### src/hw/rtl/life_automaton_generation_macros.svh
// ----------------------------------------------------------------------------
// life automaton generation assertion macros
// concurrent checks on aclk, held off while aresetn is low; empty in synthesis
// ----------------------------------------------------------------------------
`ifndef LIFE_AUTOMATON_GENERATION_MACROS_SVH
`define LIFE_AUTOMATON_GENERATION_MACROS_SVH

`ifndef SYNTHESIS

// consequent must hold in the same cycle as the antecedent
`define LAG_ASSERT_SAME(label, ante, cons) \
    label: assert property (@(posedge aclk) disable iff (!aresetn) (ante) |-> (cons)) \
        else $error("lag assertion failed");

// consequent must hold in the cycle after the antecedent
`define LAG_ASSERT_NEXT(label, ante, cons) \
    label: assert property (@(posedge aclk) disable iff (!aresetn) (ante) |=> (cons)) \
        else $error("lag assertion failed");

`else

`define LAG_ASSERT_SAME(label, ante, cons)
`define LAG_ASSERT_NEXT(label, ante, cons)

`endif

`endif

### src/hw/rtl/lag_pkg.sv
// ----------------------------------------------------------------------------
// lag_pkg
// shared sizes, codes, queue entry type and the b3/s23 cell rule
// ----------------------------------------------------------------------------
package lag_pkg;

    // grid limits and field widths
    localparam int MAX_COLS   = 64;
    localparam int MAX_ROWS   = 1024;
    localparam int COL_W      = $clog2(MAX_COLS);
    localparam int ROW_W      = $clog2(MAX_ROWS);
    localparam int COLS_CFG_W = 7;
    localparam int ROWS_CFG_W = 11;
    localparam int CFG_DATA_W = 11;
    localparam int CFG_IDX_W  = 1;

    localparam logic [COLS_CFG_W-1:0] GRID_COLS_RESET = COLS_CFG_W'(60);
    localparam logic [ROWS_CFG_W-1:0] GRID_ROWS_RESET = ROWS_CFG_W'(25);

    // queue between front and back
    localparam int QUEUE_DEPTH = 4;
    localparam int QPTR_W      = $clog2(QUEUE_DEPTH);
    localparam int QCNT_W      = $clog2(QUEUE_DEPTH + 1);

    // neighbour counts of the rule
    localparam int BIRTH_COUNT   = 3;
    localparam int SURVIVE_COUNT = 2;

    // result jobs one item can complete, in output order
    localparam int JOBS = 4;

    typedef enum logic [CFG_IDX_W-1:0] {
        CFG_GRID_COLS = 1'b0,
        CFG_GRID_ROWS = 1'b1
    } cfg_idx_t;

    typedef enum logic [1:0] {
        JOB_UP_LEFT = 2'd0,   // cell (r-1, c-1)
        JOB_UP      = 2'd1,   // cell (r-1, c) on the last column
        JOB_LEFT    = 2'd2,   // cell (r, c-1) on the last row
        JOB_HERE    = 2'd3    // cell (r, c) at the frame's last cell
    } job_t;

    // one window column: bit 0 row r, bit 1 row r-1, bit 2 row r-2
    typedef logic [2:0] col_vec_t;

    // 3x3 window ending at the newest cell; cells outside the grid are zero
    typedef struct packed {
        col_vec_t col0;   // column c
        col_vec_t col1;   // column c-1
        col_vec_t col2;   // column c-2
    } window_t;

    typedef struct packed {
        window_t           win;
        logic [ROW_W-1:0]  row;
        logic [COL_W-1:0]  col;
        logic [JOBS-1:0]   jobs;
    } job_entry_t;

    // next state of the window cell at (row offset cr, col offset cc);
    // neighbours beyond the window lie past the grid's last row or column
    function automatic logic next_state(input window_t win, input logic cr, input logic cc);
        col_vec_t   grid [3];
        logic [3:0] count;
        logic       self_alive;
        grid[0]    = win.col0;
        grid[1]    = win.col1;
        grid[2]    = win.col2;
        count      = '0;
        self_alive = grid[{1'b0, cc}][{1'b0, cr}];
        for (int c = 0; c < 3; c++) begin
            for (int r = 0; r < 3; r++) begin
                if ((r <= int'(cr) + 1) && (c <= int'(cc) + 1) &&
                    !((r == int'(cr)) && (c == int'(cc)))) begin
                    count = count + 4'(grid[c][r]);
                end
            end
        end
        if (count == 4'(BIRTH_COUNT)) begin
            return 1'b1;
        end else if (count == 4'(SURVIVE_COUNT)) begin
            return self_alive;
        end
        return 1'b0;
    endfunction

endpackage

### src/hw/rtl/lag_front.sv
// ----------------------------------------------------------------------------
// lag_front
// raster position tracking, column line store, window build and job classing
// ----------------------------------------------------------------------------
module lag_front
    import lag_pkg::*;
(
    input  logic                  aclk,
    input  logic                  aresetn,
    input  logic                  cfg_wr_en,
    input  logic [CFG_IDX_W-1:0]  cfg_wr_index,
    input  logic [CFG_DATA_W-1:0] cfg_wr_data,
    input  logic                  s_valid,
    output logic                  s_ready,
    input  logic                  s_cell_alive,
    output logic                  q_push,
    output job_entry_t            q_entry,
    input  logic                  q_full
);

    logic [COLS_CFG_W-1:0] grid_cols_reg;
    logic [ROWS_CFG_W-1:0] grid_rows_reg;
    logic [ROW_W-1:0]      row_pos_reg, row_pos_next;
    logic [COL_W-1:0]      col_pos_reg, col_pos_next;
    logic [COL_W-1:0]      last_col;
    logic [ROW_W-1:0]      last_row;
    logic                  at_last_col, at_last_row;
    logic                  accept;
    logic [JOBS-1:0]       a_jobs;

    logic                  b_valid_reg, b_valid_next;
    logic                  b_cell_reg;
    logic [ROW_W-1:0]      b_row_reg;
    logic [COL_W-1:0]      b_col_reg;
    logic [JOBS-1:0]       b_jobs_reg;
    logic                  b_fire;

    // column store: bit 0 newest row at that column, bit 1 the row above
    logic [1:0]            col_mem [MAX_COLS];
    logic [1:0]            rd_data_reg;
    logic                  byp_hit_reg;
    logic [1:0]            byp_data_reg;
    logic [1:0]            above;
    logic [1:0]            wr_data;

    col_vec_t              cur_col;
    col_vec_t              win_col1_reg, win_col2_reg;
    logic                  row_ok1, row_ok2, col_ok1, col_ok2;

    // effective last row and column, out-of-range sizes clamped
    always_comb begin
        if (grid_cols_reg == '0) begin
            last_col = '0;
        end else if (grid_cols_reg > COLS_CFG_W'(MAX_COLS)) begin
            last_col = COL_W'(MAX_COLS - 1);
        end else begin
            last_col = COL_W'(grid_cols_reg - 1'b1);
        end
        if (grid_rows_reg == '0) begin
            last_row = '0;
        end else if (grid_rows_reg > ROWS_CFG_W'(MAX_ROWS)) begin
            last_row = ROW_W'(MAX_ROWS - 1);
        end else begin
            last_row = ROW_W'(grid_rows_reg - 1'b1);
        end
    end

    // stage a: accept and classify by raster position
    assign accept      = s_valid && s_ready;
    assign at_last_col = (col_pos_reg == last_col);
    assign at_last_row = (row_pos_reg == last_row);

    always_comb begin
        a_jobs              = '0;
        a_jobs[JOB_UP_LEFT] = (row_pos_reg != '0) && (col_pos_reg != '0);
        a_jobs[JOB_UP]      = (row_pos_reg != '0) && at_last_col;
        a_jobs[JOB_LEFT]    = at_last_row && (col_pos_reg != '0);
        a_jobs[JOB_HERE]    = at_last_row && at_last_col;
    end

    // raster counters wrap at the end of each row and frame
    always_comb begin
        row_pos_next = row_pos_reg;
        col_pos_next = col_pos_reg;
        if (accept) begin
            if (at_last_col) begin
                col_pos_next = '0;
                row_pos_next = at_last_row ? '0 : row_pos_reg + 1'b1;
            end else begin
                col_pos_next = col_pos_reg + 1'b1;
            end
        end
    end

    // stage b: one item in flight, held while the queue is full and the item has jobs
    assign b_fire  = b_valid_reg && ((b_jobs_reg == '0) || !q_full);
    assign s_ready = !b_valid_reg || b_fire;

    always_comb begin
        b_valid_next = b_valid_reg;
        if (accept) begin
            b_valid_next = 1'b1;
        end else if (b_fire) begin
            b_valid_next = 1'b0;
        end
    end

    // edge masks, rows and columns outside the grid read as dead
    assign row_ok1 = (b_row_reg != '0);
    assign row_ok2 = (b_row_reg > ROW_W'(1));
    assign col_ok1 = (b_col_reg != '0);
    assign col_ok2 = (b_col_reg > COL_W'(1));

    assign above   = byp_hit_reg ? byp_data_reg : rd_data_reg;
    assign cur_col = {above[1] & row_ok2, above[0] & row_ok1, b_cell_reg};
    assign wr_data = cur_col[1:0];

    // queue entry
    assign q_push        = b_fire && (b_jobs_reg != '0);
    assign q_entry.win   = '{col0: cur_col,
                             col1: win_col1_reg & {3{col_ok1}},
                             col2: win_col2_reg & {3{col_ok2}}};
    assign q_entry.row   = b_row_reg;
    assign q_entry.col   = b_col_reg;
    assign q_entry.jobs  = b_jobs_reg;

    // control state
    always_ff @(posedge aclk) begin
        if (!aresetn) begin
            grid_cols_reg <= GRID_COLS_RESET;
            grid_rows_reg <= GRID_ROWS_RESET;
            row_pos_reg   <= '0;
            col_pos_reg   <= '0;
            b_valid_reg   <= 1'b0;
            byp_hit_reg   <= 1'b0;
        end else begin
            b_valid_reg <= b_valid_next;
            if (cfg_wr_en) begin
                unique case (cfg_idx_t'(cfg_wr_index))
                    CFG_GRID_COLS: grid_cols_reg <= cfg_wr_data[COLS_CFG_W-1:0];
                    CFG_GRID_ROWS: grid_rows_reg <= cfg_wr_data[ROWS_CFG_W-1:0];
                    default: ;
                endcase
                row_pos_reg <= '0;
                col_pos_reg <= '0;
            end else begin
                row_pos_reg <= row_pos_next;
                col_pos_reg <= col_pos_next;
            end
            if (accept) begin
                byp_hit_reg <= b_fire && (b_col_reg == col_pos_reg);
            end
        end
    end

    // stage b payload and window history
    always_ff @(posedge aclk) begin
        if (accept) begin
            b_cell_reg   <= s_cell_alive;
            b_row_reg    <= row_pos_reg;
            b_col_reg    <= col_pos_reg;
            b_jobs_reg   <= a_jobs;
            byp_data_reg <= wr_data;
        end
        if (b_fire) begin
            win_col1_reg <= cur_col;
            win_col2_reg <= win_col1_reg;
        end
    end

    // column store, read on accept, written back as the item leaves stage b
    always_ff @(posedge aclk) begin
        if (b_fire) begin
            col_mem[b_col_reg] <= wr_data;
        end
        if (accept) begin
            rd_data_reg <= col_mem[col_pos_reg];
        end
    end

endmodule

### src/hw/rtl/lag_queue.sv
// ----------------------------------------------------------------------------
// lag_queue
// short first-in first-out queue of job entries between front and back
// ----------------------------------------------------------------------------
`include "life_automaton_generation_macros.svh"

module lag_queue
    import lag_pkg::*;
(
    input  logic       aclk,
    input  logic       aresetn,
    input  logic       push,
    input  job_entry_t push_entry,
    output logic       full,
    input  logic       pop,
    output logic       head_valid,
    output job_entry_t head
);

    job_entry_t          slots [QUEUE_DEPTH];
    logic [QPTR_W-1:0]   wr_ptr_reg, rd_ptr_reg;
    logic [QCNT_W-1:0]   count_reg, count_next;

    assign full       = (count_reg == QCNT_W'(QUEUE_DEPTH));
    assign head_valid = (count_reg != '0);
    assign head       = slots[rd_ptr_reg];

    // occupancy
    always_comb begin
        count_next = count_reg;
        if (push && !pop) begin
            count_next = count_reg + 1'b1;
        end else if (pop && !push) begin
            count_next = count_reg - 1'b1;
        end
    end

    // pointers
    always_ff @(posedge aclk) begin
        if (!aresetn) begin
            wr_ptr_reg <= '0;
            rd_ptr_reg <= '0;
            count_reg  <= '0;
        end else begin
            count_reg <= count_next;
            if (push) begin
                wr_ptr_reg <= wr_ptr_reg + 1'b1;
            end
            if (pop) begin
                rd_ptr_reg <= rd_ptr_reg + 1'b1;
            end
        end
    end

    // entry storage
    always_ff @(posedge aclk) begin
        if (push) begin
            slots[wr_ptr_reg] <= push_entry;
        end
    end

    `LAG_ASSERT_SAME(a_no_overflow, push, !full)
    `LAG_ASSERT_SAME(a_no_underflow, pop, head_valid)
    `LAG_ASSERT_NEXT(a_count_up, push && !pop, count_reg == $past(count_reg) + 1'b1)

endmodule

### src/hw/rtl/lag_back.sv
// ----------------------------------------------------------------------------
// lag_back
// walks the jobs of the head entry, one result a cycle unless m_ready stalls, into the output register
// ----------------------------------------------------------------------------
`include "life_automaton_generation_macros.svh"

module lag_back
    import lag_pkg::*;
(
    input  logic             aclk,
    input  logic             aresetn,
    input  logic             head_valid,
    input  job_entry_t       head,
    output logic             pop,
    output logic             m_valid,
    input  logic             m_ready,
    output logic             m_next_alive,
    output logic [ROW_W-1:0] m_cell_row,
    output logic [COL_W-1:0] m_cell_col,
    output logic             m_last_of_run,
    output logic             m_frame_done
);

    logic [JOBS-1:0]  done_reg, done_next;
    logic [JOBS-1:0]  pending;
    logic [JOBS-1:0]  sel_bit;
    job_t             sel;
    logic             last_job;
    logic             issue;
    logic             cr, cc;

    logic             m_valid_reg, m_valid_next;
    logic             m_next_alive_reg;
    logic [ROW_W-1:0] m_cell_row_reg;
    logic [COL_W-1:0] m_cell_col_reg;
    logic             m_last_of_run_reg;
    logic             m_frame_done_reg;

    // next job of the head entry in output order
    assign pending = head.jobs & ~done_reg;

    always_comb begin
        priority if (pending[JOB_UP_LEFT]) begin
            sel = JOB_UP_LEFT;
        end else if (pending[JOB_UP]) begin
            sel = JOB_UP;
        end else if (pending[JOB_LEFT]) begin
            sel = JOB_LEFT;
        end else begin
            sel = JOB_HERE;
        end
    end

    assign sel_bit  = JOBS'(1) << sel;
    assign last_job = ((pending & ~sel_bit) == '0);
    assign issue    = head_valid && (!m_valid_reg || m_ready);
    assign pop      = issue && last_job;

    // center of the job inside the window
    assign cr = (sel == JOB_UP_LEFT) || (sel == JOB_UP);
    assign cc = (sel == JOB_UP_LEFT) || (sel == JOB_LEFT);

    always_comb begin
        done_next = done_reg;
        if (pop) begin
            done_next = '0;
        end else if (issue) begin
            done_next = done_reg | sel_bit;
        end
    end

    always_comb begin
        m_valid_next = m_valid_reg;
        if (issue) begin
            m_valid_next = 1'b1;
        end else if (m_ready) begin
            m_valid_next = 1'b0;
        end
    end

    // control state
    always_ff @(posedge aclk) begin
        if (!aresetn) begin
            done_reg    <= '0;
            m_valid_reg <= 1'b0;
        end else begin
            done_reg    <= done_next;
            m_valid_reg <= m_valid_next;
        end
    end

    // result register
    always_ff @(posedge aclk) begin
        if (issue) begin
            m_next_alive_reg  <= next_state(head.win, cr, cc);
            m_cell_row_reg    <= head.row - ROW_W'(cr);
            m_cell_col_reg    <= head.col - COL_W'(cc);
            m_last_of_run_reg <= last_job;
            m_frame_done_reg  <= (sel == JOB_HERE);
        end
    end

    assign m_valid       = m_valid_reg;
    assign m_next_alive  = m_next_alive_reg;
    assign m_cell_row    = m_cell_row_reg;
    assign m_cell_col    = m_cell_col_reg;
    assign m_last_of_run = m_last_of_run_reg;
    assign m_frame_done  = m_frame_done_reg;

    `LAG_ASSERT_SAME(a_frame_done_ends_run, m_valid_reg && m_frame_done_reg, m_last_of_run_reg)
    `LAG_ASSERT_NEXT(a_run_continues, m_valid_reg && m_ready && !m_last_of_run_reg, m_valid_reg)
    `LAG_ASSERT_SAME(a_done_clear_idle, !head_valid, done_reg == '0)

endmodule

### src/hw/rtl/life_automaton_generation.sv
// an accepted item passes the stage b register and a queue slot before its first result reaches m_valid
// throughput: one item per cycle into the front while the queue has room; the back gives
// one result per cycle unless m_ready stalls it; an item gives 0 to 4, 4 on the frame's last cell
// the 4-entry queue absorbs the 2-result items at row ends; along the last row an item before the
// last cell gives up to 2 results, so input there slows to the pace of the back's results
// reset: grid 60 x 25, raster position zero, no clearing pass of the column store
// ----------------------------------------------------------------------------
// life_automaton_generation
// streaming b3/s23 generation step over a raster cell stream with clipped edges
// ----------------------------------------------------------------------------
module life_automaton_generation
    import lag_pkg::*;
(
    input  logic                  aclk,
    input  logic                  aresetn,
    input  logic                  cfg_wr_en,
    input  logic [CFG_IDX_W-1:0]  cfg_wr_index,
    input  logic [CFG_DATA_W-1:0] cfg_wr_data,
    input  logic                  s_valid,
    output logic                  s_ready,
    input  logic                  s_cell_alive,
    output logic                  m_valid,
    input  logic                  m_ready,
    output logic                  m_next_alive,
    output logic [ROW_W-1:0]      m_cell_row,
    output logic [COL_W-1:0]      m_cell_col,
    output logic                  m_last_of_run,
    output logic                  m_frame_done
);

    logic       q_push;
    job_entry_t q_entry;
    logic       q_full;
    logic       q_pop;
    logic       q_head_valid;
    job_entry_t q_head;

    // front: position, line store, window and job classing
    lag_front u_front (
        .aclk         (aclk),
        .aresetn      (aresetn),
        .cfg_wr_en    (cfg_wr_en),
        .cfg_wr_index (cfg_wr_index),
        .cfg_wr_data  (cfg_wr_data),
        .s_valid      (s_valid),
        .s_ready      (s_ready),
        .s_cell_alive (s_cell_alive),
        .q_push       (q_push),
        .q_entry      (q_entry),
        .q_full       (q_full)
    );

    // queue between front and back
    lag_queue u_queue (
        .aclk       (aclk),
        .aresetn    (aresetn),
        .push       (q_push),
        .push_entry (q_entry),
        .full       (q_full),
        .pop        (q_pop),
        .head_valid (q_head_valid),
        .head       (q_head)
    );

    // back: rule evaluation and result output
    lag_back u_back (
        .aclk          (aclk),
        .aresetn       (aresetn),
        .head_valid    (q_head_valid),
        .head          (q_head),
        .pop           (q_pop),
        .m_valid       (m_valid),
        .m_ready       (m_ready),
        .m_next_alive  (m_next_alive),
        .m_cell_row    (m_cell_row),
        .m_cell_col    (m_cell_col),
        .m_last_of_run (m_last_of_run),
        .m_frame_done  (m_frame_done)
    );

endmodule

### config.mk
export PLATFORM = sky130hd
export DESIGN_NAME = life_automaton_generation
export DESIGN_NICKNAME = d
export VERILOG_FILES = /design/src/hw/rtl/lag_pkg.sv /design/src/hw/rtl/lag_front.sv /design/src/hw/rtl/lag_queue.sv /design/src/hw/rtl/lag_back.sv /design/src/hw/rtl/life_automaton_generation.sv
export VERILOG_INCLUDE_DIRS = /design/src /design/src/hw/rtl
export SDC_FILE = /design/constraint.sdc
export NUM_CORES = 1
export LEC_CHECK = 0
export ABC_AREA = 1
export CELL_PAD_IN_SITES_DETAIL_PLACEMENT = 2
export CELL_PAD_IN_SITES_GLOBAL_PLACEMENT = 2
export CORE_UTILIZATION = 35
export CTS_CLUSTER_SIZE = 40
export DETAILED_ROUTE_END_ITERATION = 16
export DONT_BUFFER_PORTS = 1
export MAX_ROUTING_LAYER = met4
export PLACE_DENSITY_LB_ADDON = 0.1
export REMOVE_ABC_BUFFERS = 1
export SETUP_SLACK_MARGIN = 0.1
export SYNTH_ARGS = -nofsm -noshare
export SYNTH_HDL_FRONTEND = slang
export SYNTH_SLANG_ARGS = --single-unit
### constraint.sdc
create_clock -name aclk -period 5.4 [get_ports aclk]
set_clock_uncertainty 0.15 [all_clocks]
set_input_delay 0.54 -clock aclk [delete_from_list [all_inputs] [get_ports aclk]]
set_output_delay 0.54 -clock aclk [all_outputs]
set_load 0.01 [all_outputs]
==> results.sh, run 1 <==
export IMPL_largest_register_ffs=128
export IMPL_grt_pass1_wl_mm=69.1
export IMPL_cp_common_cell="buf_4"
export IMPL_worst_pin_slew_ns=0.896
export IMPL_drt_iter0_markers=511
export IMPL_placed_area_um2=16400
export IMPL_synth_cell_types=56
export IMPL_io_buffers=0
export IMPL_power_leakage_uw=0.00667
export IMPL_grt_max_degree=71
export IMPL_vias=11100
export IMPL_cpPeakStageDelay_ns=0.42
export IMPL_p_seq_share_pct=36.8
export IMPL_layout_drive_gt1_share_pct=15.4
export IMPL_synth_compound_area_share_pct=10.2
export IMPL_track_usage_pct=20.9
export IMPL_cts_root_buf="clkbuf_16"
export IMPL_synth_cells=1445
export IMPL_final_common_cell="edfxtp_1"
export IMPL_path_buf_inv=13
export IMPL_syn_area_um2=15400
export IMPL_finalWirelength_mm=44.2
export IMPL_htreeDepth=2
export IMPL_power_switching_uw=2970
export IMPL_clk_pin_slew_ns=0.06
export IMPL_n_antenna_cell=0
export IMPL_worst_setup_path_type="reg -> reg"
export IMPL_fp_dieH_um=212
export IMPL_grt_ovfl_total=0
export IMPL_cts_max_path_buffers=3
export IMPL_dieArea_um2=45000
export IMPL_combPwrFrac_pct=34.2
export IMPL_first_pass_iters=4
export IMPL_drv_slew=0
export IMPL_initial_core_util_pct=35.7
export IMPL_whs_ns=0.0312
export IMPL_coreArea_um2=43300
export IMPL_ant_nets=0
export IMPL_nets=1571
export IMPL_dp_hpwl_mm=29.0
export IMPL_area_growth_pct=18.3
export IMPL_ys_ff_latch=344
export IMPL_period_share_pct=98.0
export IMPL_finalCriticalPeriod_ns=5.29
export IMPL_synthFlopType="edfxtp_1"
export IMPL_power_density_nw_per_um2=487
export IMPL_hold_class="in -> reg"
export IMPL_layout_common_cells="edfxtp_1, nand2_1, nor2_1"
export IMPL_synth_xor_area_share_pct=1.99
export IMPL_cts_buffers=40
export IMPL_clock_sinks=344
export IMPL_pin_count=39
export IMPL_grt_setup_unrepaired="yes"
export IMPL_crit_arrival_ns=5.55
export IMPL_setup_violations=0
export IMPL_yosysSeqAreaShare_pct=63.7
export IMPL_async_reset_ff_share_pct=0
export IMPL_max_slew_margin_rel_pct=40.1
export IMPL_fin_area_um2=18300
export IMPL_hold_viol=0
export IMPL_netSwitchingFraction_pct=33.5
export IMPL_post_drt_wl_per_cell_um=20.7
export IMPL_die_w_um=212
export IMPL_placementRows=76
export IMPL_crit_family="adder cells"
export IMPL_intPower_uw=5920
export IMPL_dpl_cell_count=2029
export IMPL_finalNonFillerCells=2139
export IMPL_routabilityCongestion=0.798
export IMPL_p_clk_share_pct=29.0
export IMPL_cp_start_kind="flip-flop"
export IMPL_crit_path_max_fanout=5
export IMPL_clock_latency_ns=0.58
export IMPL_cts_tree="yes"
export IMPL_ys_warn_count=0
export IMPL_synthAdderAreaFrac_pct=2.56
export IMPL_status="finished clean"
export IMPL_cap_viol_max_count=0
export IMPL_vdd_ir_drop_worst_uv=202
export IMPL_synthMuxAreaShare_pct=0.130
export IMPL_routed_via_density=5.17
export IMPL_endpoint_kind="flip-flop"
export IMPL_worstPathRequired_ns=5.66
export IMPL_synth_simple_area_share_pct=16.7
export IMPL_synth_top_family_by_area="simple AND/OR/NAND/NOR gates"
export IMPL_fmax_mhz=189
export IMPL_antenna_found_initial=1
export IMPL_avgSynthCellArea_um2=10.7
export IMPL_slowest_stage="dfxtp_4"
export IMPL_remaining_drc_errors=0
export IMPL_synth_edf_count=294
export IMPL_grt_pass1_vias=12100
-- cell families (layout without fill, tap and decap cells) --
logic type / Yosys count / in the layout
and+or+nand+nor: 582 / 582
muxes: 2 / 2
DFF: 344 / 344
xor gates and xnor gates: 35 / 35
AOI/OAI and AO/OA: 266 / 266
adders and majority gates: 31 / 31
buffers and inverters: 185 / 294
-- final cells by class --
class / instances / area, µm²
Multi-Input combinational cell: 916 / 5210
Tap cell: 585 / 732
Timing Repair Buffer: 88 / 734
Fill cell: 4519 / 25000
Clock buffer: 56 / 1090
Clock inverter: 18 / 154
Sequential cell: 344 / 9830
Inverter: 132 / 505
-- routing by layer --
metal  vias to the layer above  GRT usage, %  wire length, µm
li1                       5236             -                -
met1                      5593          24.5            18900
met2                       141          36.3            22600
met3                        82          3.28             1460
met4                         0          6.92             1240
met5                         -             -                0
-- synth_stat cells, types with 19 or more instances --
library cell / n / area [µm²]
a21oi_1: 51 / 255
clkbuf_1: 37 / 139
dfxtp_1: 50 / 1000
edfxtp_1: 294 / 8830
ha_1: 30 / 375
inv_1: 124 / 465
nand2_1: 223 / 837
nand3_1: 65 / 325
nand4_1: 19 / 119
nor2_1: 201 / 754
nor3_1: 20 / 100
o21ai_0: 114 / 571
o22ai_1: 31 / 194
xor2_1: 29 / 254
-- worst paths after layout --
check / startpoint / to / slack (ns) / depth (start not counted)
max: flip-flop / u_back.m_next_alive$_SDFFCE_PN0P_ / 0.11 / 40
min: cfg_wr_data[8] / u_front.grid_rows_reg[8]$_SDFFE_PN0P_ / 0.03 / 2
max reg2reg: flip-flop / u_back.m_next_alive$_SDFFCE_PN0P_ / 0.11 / 40
min reg2reg: u_front.row_pos_reg[5]$_SDFFE_PP0P_ / u_front.b_row_reg[5]$_DFFE_PP_ / 0.33 / 0
-- power by group through the flow --
stage               clock network (µW)  logic, µW  registers, µW
global placement                     0       2200           3320
finish                            2580       3040           3280
CTS                               2650       2740           3280
floorplan                            0       1400           3320
detailed placement                   0       2280           3330
global route                      2740       3380           3290
-- through the flow --
| stage | power (µW) | util [%] | worst slack, ns | TNS, ns |
|---|---|---|---|---|
| after floorplan | 4720 | - | -1.63 | -1.63 |
| after global placement | 5520 | 37.8 | -0.291 | -0.291 |
| after detailed placement | 5610 | 37.8 | -0.520 | -0.520 |
| after CTS | 8680 | 41.9 | 0.0725 | 0 |
| after global routing | 9410 | 42.2 | -0.230 | -0.230 |
| final | 8890 | 42.2 | 0.110 | 0 |
-- repair_timing --
item                                    CTS  global route
cloned                                    1             0
resized for setup                        48            30
endpoints found under the setup margin    1             1
buffers inserted                         21             2
hold buffers                             12             0
hold endpoints to repair                 25             0
pin swaps                                29            17
Power figures use the tool's default switching activity.
==> run 2: changes to the inputs <==
BUFFER_PORTS_ARGS = -buffer_cell sky130_fd_sc_hd__buf_2   (was unset)
DONT_BUFFER_PORTS = unset   (was 1)
SETUP_SLACK_MARGIN = 0.3   (was 0.1)
==> run 2 against run 1 <==
Net effect:
- the flow now finishes with violations (setup timing)
- combinational power rose by 19%
- design area grew 1.2%
- register-to-register slack got worse by 0.13 ns
- highest routed layer unchanged
==> results.sh, run 2 (synthesis gave the netlist of run 1 again) <==
export IMPL_vdd_ir_drop_worst_uv=256
export IMPL_cp_common_cell="ha_4"
export IMPL_power_density_nw_per_um2=513
export IMPL_power_leakage_uw=0.00684
export IMPL_finalNonFillerCells=2177
export IMPL_dpl_cell_count=2072
export IMPL_dieArea_um2=45000
export IMPL_grt_pass1_vias=12300
export IMPL_area_growth_pct=19.7
export IMPL_vias=11200
export IMPL_worstPathRequired_ns=5.55
export IMPL_reg2reg_depth=38
export IMPL_drt_iter0_markers=501
export IMPL_layout_common_cells="edfxtp_1, nand2_1, nor2_1"
export IMPL_worst_setup_path_type="reg -> reg"
export IMPL_die_w_um=212
export IMPL_hold_class="in -> reg"
export IMPL_layout_drive_gt1_share_pct=18.1
export IMPL_cpPeakStageDelay_ns=0.42
export IMPL_crit_arrival_ns=5.57
export IMPL_endpoint_kind="flip-flop"
export IMPL_final_common_cell="edfxtp_1"
export IMPL_dp_hpwl_mm=29.2
export IMPL_routed_via_density=5.15
export IMPL_first_pass_iters=5
export IMPL_slowest_stage="dfxtp_4"
export IMPL_final_setup_worst_slack_ns=-0.0188
export IMPL_status="finished with violations"
export IMPL_initial_core_util_pct=35.7
export IMPL_routabilityCongestion=0.792
export IMPL_cts_max_path_buffers=3
export IMPL_drv_slew=0
export IMPL_fin_area_um2=18500
export IMPL_worst_pin_slew_ns=0.872
export IMPL_multi_input_area_um2=5230
export IMPL_io_buffers=38
export IMPL_placed_area_um2=16600
export IMPL_hold_viol=0
export IMPL_fmax_mhz=185
export IMPL_pre_cts_slack_ns=-0.554
export IMPL_remaining_drc_errors=0
export IMPL_ff_latch_area_um2=9830
export IMPL_cap_viol_max_count=0
export IMPL_n_antenna_cell=0
export IMPL_ant_nets=0
export IMPL_period_share_pct=100
export IMPL_largest_register_ffs=128
export IMPL_nFillCells=4521
export IMPL_p_seq_share_pct=34.0
export IMPL_clk_pin_slew_ns=0.06
export IMPL_htreeDepth=2
export IMPL_min_path_cells=3
export IMPL_cts_buffers=39
export IMPL_placementRows=76
export IMPL_coreArea_um2=43300
export IMPL_p_clk_share_pct=27.6
export IMPL_finalWirelength_mm=44.8
export IMPL_setup_violations=1
export IMPL_intPower_uw=6320
export IMPL_violations="setup timing"
export IMPL_grt_pass1_wl_mm=69.6
export IMPL_post_drt_wl_per_cell_um=20.6
export IMPL_crit_path_max_fanout=5
export IMPL_combPwrFrac_pct=38.4
export IMPL_clock_latency_ns=0.55
export IMPL_cts_tree="yes"
export IMPL_tns_ns=-0.0188
export IMPL_grt_setup_unrepaired="yes"
export IMPL_grt_max_degree=71
export IMPL_clock_sinks=344
export IMPL_finalCriticalPeriod_ns=5.42
export IMPL_cp_start_kind="flip-flop"
export IMPL_max_slew_margin_rel_pct=41.8
export IMPL_nets=1613
export IMPL_netSwitchingFraction_pct=33.3
export IMPL_antenna_found_initial=0
export IMPL_grt_ovfl_total=0
export IMPL_fp_dieH_um=212
export IMPL_pin_count=39
export IMPL_track_usage_pct=20.9
export IMPL_cts_root_buf="clkbuf_16"
export IMPL_power_switching_uw=3150
[run 2: changes by cell type in the layout (fill, tap and decap cells not counted), moves of 4 or more]
| cell | delta |
|---|---|
| clkinv_2 | -5 |
| buf_2 | +38 |
| dlygate4sd3_1 | -11 |
| clkinv_1 | +4 |
| buf_6 | +10 |
| clkbuf_1 | -5 |
| buf_4 | +9 |
[run 2: path summary, 6_finish.rpt]
check	from	to	slack [ns]
setup / recovery	flip-flop	u_back.m_next_alive$_SDFFCE_PN0P_	-0.02
setup reg to reg	flip-flop	u_back.m_next_alive$_SDFFCE_PN0P_	-0.02
hold / removal	cfg_wr_data[4]	u_front.grid_rows_reg[4]$_SDFFE_PN1P_	0.09
hold reg to reg	u_front.win_col1_reg[2]$_DFFE_PP_	u_front.win_col2_reg[2]$_DFFE_PP_	0.31
[run 2: final cells by class]
cell class	count	area share (%)
tap	585	3.96
clock buffer	48	5.52
inverter	132	2.75
sequential	344	53.2
timing repair buffer	131	5.05
clock inverter	21	1.18
multi-input combinational	916	28.3
[run 2: power by group through the flow]
| stage | Clock (µW) | Combinational (µW) | Sequential, µW |
|---|---|---|---|
| 2_1_floorplan | 0 | 1400 | 3320 |
| 3_3_place_gp | 0 | 2360 | 3270 |
| 3_5_place_dp | 0 | 2450 | 3280 |
| 4_1_cts | 2680 | 3000 | 3220 |
| 5_1_grt | 2790 | 3980 | 3240 |
| 6_report | 2620 | 3630 | 3220 |
[run 2: what timing repair did]
item | CTS | global route
buffers inserted | 28 | 7
hold buffers | 1 | 0
cloned | 0 | 0
endpoints found under the setup margin | 1 | 1
pin swaps | 22 | 28
hold endpoints to repair | 1 | 0
gates resized for setup | 37 | 54
[run 2: worst max-delay path, delay by kind of cell (launching register included)]
family / cells / cell delay, ns
adders and majority gates: 8 / 1.94
DFF: 1 / 0.42
buffers and inverters: 11 / 1.02
AOI/OAI and AO/OA: 8 / 0.86
and+or+nand+nor: 11 / 0.79
[run 2: per-stage QoR]
| stage | hold WS [ns] | utilization, % | power [µW] |
|---|---|---|---|
| final | 0.0855 | 42.7 | 9470 |
| after global routing | 0.0990 | 42.7 | 10000 |
| after CTS | 0.0607 | 42.0 | 8900 |
| after detailed placement | 0.297 | 38.3 | 5730 |
| after global placement | 0.291 | 38.3 | 5620 |
| after floorplan | 0.277 | - | 4720 |
[run 2: per-layer routing]
layer  GRT usage (%)  share of wire (%)
met1            25.1                 43
met2            36.4                 51
met3            3.12                2.7
met4            6.02                2.8
met5               -                  0
==> run 3: changes to the inputs <==
BUFFER_PORTS_ARGS = unset   (was -buffer_cell sky130_fd_sc_hd__buf_2)
DONT_BUFFER_PORTS = 1   (was unset)
clock period = 5.5 ns   (was 5.4 ns; I/O delays follow)
==> run 3 against run 2 <==
Net effect:
- the run now ends clean
- sequential share of layout area increased by 0.59 points
- maximum frequency increased by 1.1%
- clock power about the same
- design area decreased by 1.1%
- global-route usage about the same
- critical path depth increased by 1
- non-clock buffer count decreased by 52
- die area unchanged
- power decreased by 6.1%
- critical endpoint unchanged
- largest cell class unchanged
==> results.sh, run 3 (synthesis gave the netlist of run 1 again) <==
export IMPL_clock_latency_ns=0.57
export IMPL_tns_ns=0
export IMPL_path_buf_inv=8
export IMPL_cpPeakStageDelay_ns=0.43
export IMPL_track_usage_pct=20.9
export IMPL_dieArea_um2=45000
export IMPL_clock_sinks=344
export IMPL_grt_pass1_wl_mm=69.2
export IMPL_setup_violations=0
export IMPL_fmax_mhz=187
export IMPL_grt_ovfl_total=0
export IMPL_worst_pin_slew_ns=0.895
export IMPL_vdd_ir_drop_worst_uv=204
export IMPL_vias=11000
export IMPL_worst_setup_path_type="reg -> reg"
export IMPL_dp_hpwl_mm=29.3
export IMPL_grt_pass1_vias=12200
export IMPL_cts_root_buf="clkbuf_16"
export IMPL_grt_max_degree=71
export IMPL_nets=1562
export IMPL_max_slew_margin_rel_pct=40.1
export IMPL_hold_class="in -> reg"
export IMPL_placed_area_um2=16400
export IMPL_cap_viol_max_count=0
export IMPL_initial_core_util_pct=35.7
export IMPL_status="finished clean"
export IMPL_io_buffers=0
export IMPL_die_w_um=212
export IMPL_n_antenna_cell=0
export IMPL_placementRows=76
export IMPL_worstPathRequired_ns=5.65
export IMPL_fp_dieH_um=212
export IMPL_cts_buffers=40
export IMPL_routed_via_density=5.18
export IMPL_drt_iter0_markers=447
export IMPL_post_drt_wl_per_cell_um=20.8
export IMPL_final_common_cell="edfxtp_1"
export IMPL_finalCriticalPeriod_ns=5.36
export IMPL_antenna_found_initial=1
export IMPL_grt_setup_unrepaired="yes"
export IMPL_pin_count=39
export IMPL_finalWirelength_mm=44.1
export IMPL_crit_arrival_ns=5.51
export IMPL_layout_common_cells="edfxtp_1, nand2_1, nor2_1"
export IMPL_slowest_stage="dfxtp_4"
export IMPL_cp_start_kind="flip-flop"
export IMPL_power_density_nw_per_um2=487
export IMPL_power_leakage_uw=0.00668
export IMPL_first_pass_iters=6
export IMPL_period_share_pct=97.4
export IMPL_cts_max_path_buffers=3
export IMPL_power_uw=8890
export IMPL_routabilityCongestion=0.795
export IMPL_crit_path_max_fanout=5
export IMPL_nFillCells=4518
export IMPL_htreeDepth=2
export IMPL_cp_common_cell="ha_4"
export IMPL_crit_family="adder cells"
export IMPL_remaining_drc_errors=0
export IMPL_layout_drive_gt1_share_pct=14.9
export IMPL_coreArea_um2=43300
export IMPL_ant_nets=0
export IMPL_cts_tree="yes"
export IMPL_largest_register_ffs=128
export IMPL_clk_pin_slew_ns=0.06
export IMPL_fin_area_um2=18300
export IMPL_area_growth_pct=18.4
export IMPL_endpoint_kind="flip-flop"
export IMPL_hold_viol=0
export IMPL_drv_slew=0
==> run 3: changes by cell type in the layout (fill, tap and decap cells not counted), sizes merged <==
cell,change
buf,-62
clkinvlp,-3
dlygate4sd3,+10
inv,+1
clkinv,-6
clkbuf,+7
==> run 3: final cells by class <==
type / instances / area (µm²) / area share (%)
Clock inverter: 13 / 178 / 0.972
Multi-Input combinational cell: 916 / 5260 / 28.8
Tap cell: 585 / 732 / 4.01
Clock buffer: 55 / 1100 / 6.01
Timing Repair Buffer: 79 / 666 / 3.64
Inverter: 132 / 508 / 2.78
Sequential cell: 344 / 9830 / 53.8
==> run 3: per-layer routing <==
| metal | global-route usage [%] | share of wire, % | up-vias |
|---|---|---|---|
| met2 | 35.9 | 51 | 116 |
| li1 | - | - | 5221 |
| met3 | 3.00 | 2.9 | 81 |
| met1 | 25.2 | 44 | 5580 |
| met4 | 7.05 | 2.8 | 0 |
| met5 | - | 0 | - |
==> run 3: path summary, 6_finish.rpt <==
path	startpoint	endpoint	slack (ns)	cells past startpoint
setup / recovery	flip-flop	u_back.m_next_alive$_SDFFCE_PN0P_	0.14	39
setup reg to reg	flip-flop	u_back.m_next_alive$_SDFFCE_PN0P_	0.14	39
hold / removal	aresetn	u_queue.count_reg[1]$_SDFFE_PN0P_	0.03	2
hold reg to reg	u_front.win_col1_reg[1]$_DFFE_PP_	u_front.win_col2_reg[1]$_DFFE_PP_	0.32	0
==> run 3: metrics by stage <==
| step | setup slack (ns) | cells | utilization (%) | hold WS, ns |
|---|---|---|---|---|
| 6_report | 0.142 | 2124 | 42.2 | 0.0279 |
| 2_1_floorplan | -1.53 | 1392 | - | 0.277 |
| 5_1_grt | -0.188 | 2124 | 42.2 | 0.0245 |
| 4_1_cts | 0.179 | 2120 | 41.9 | 0.00339 |
| 3_5_place_dp | -0.446 | 2029 | 37.8 | 0.307 |
| 3_3_place_gp | -0.195 | 2029 | 37.8 | 0.292 |
==> run 3: worst reg2reg max path: cells and delay by family, from the launching register on <==
kind / cells / cell delay (ns)
AND/OR/NAND/NOR: 17 / 1.31
adder cells (fa/ha/maj): 8 / 1.93
flip-flops: 1 / 0.43
AO/OA/AOI/OAI: 6 / 0.80
buffers and inverters: 8 / 0.48
==> run 3: report_power, final <==
group | switching (µW) | internal (µW)
Combinational | 1740 | 1290
Sequential | 142 | 3080
Clock | 1060 | 1580
Total | 2940 | 5950
==> run 3: repair_timing <==
action,4_1_cts,5_1_grt
buffers inserted,11,4
pin swaps,35,25
endpoints found under the setup margin,1,1
cloned,1,0
hold endpoints to repair,24,0
resized for setup,63,23
hold buffers,11,0
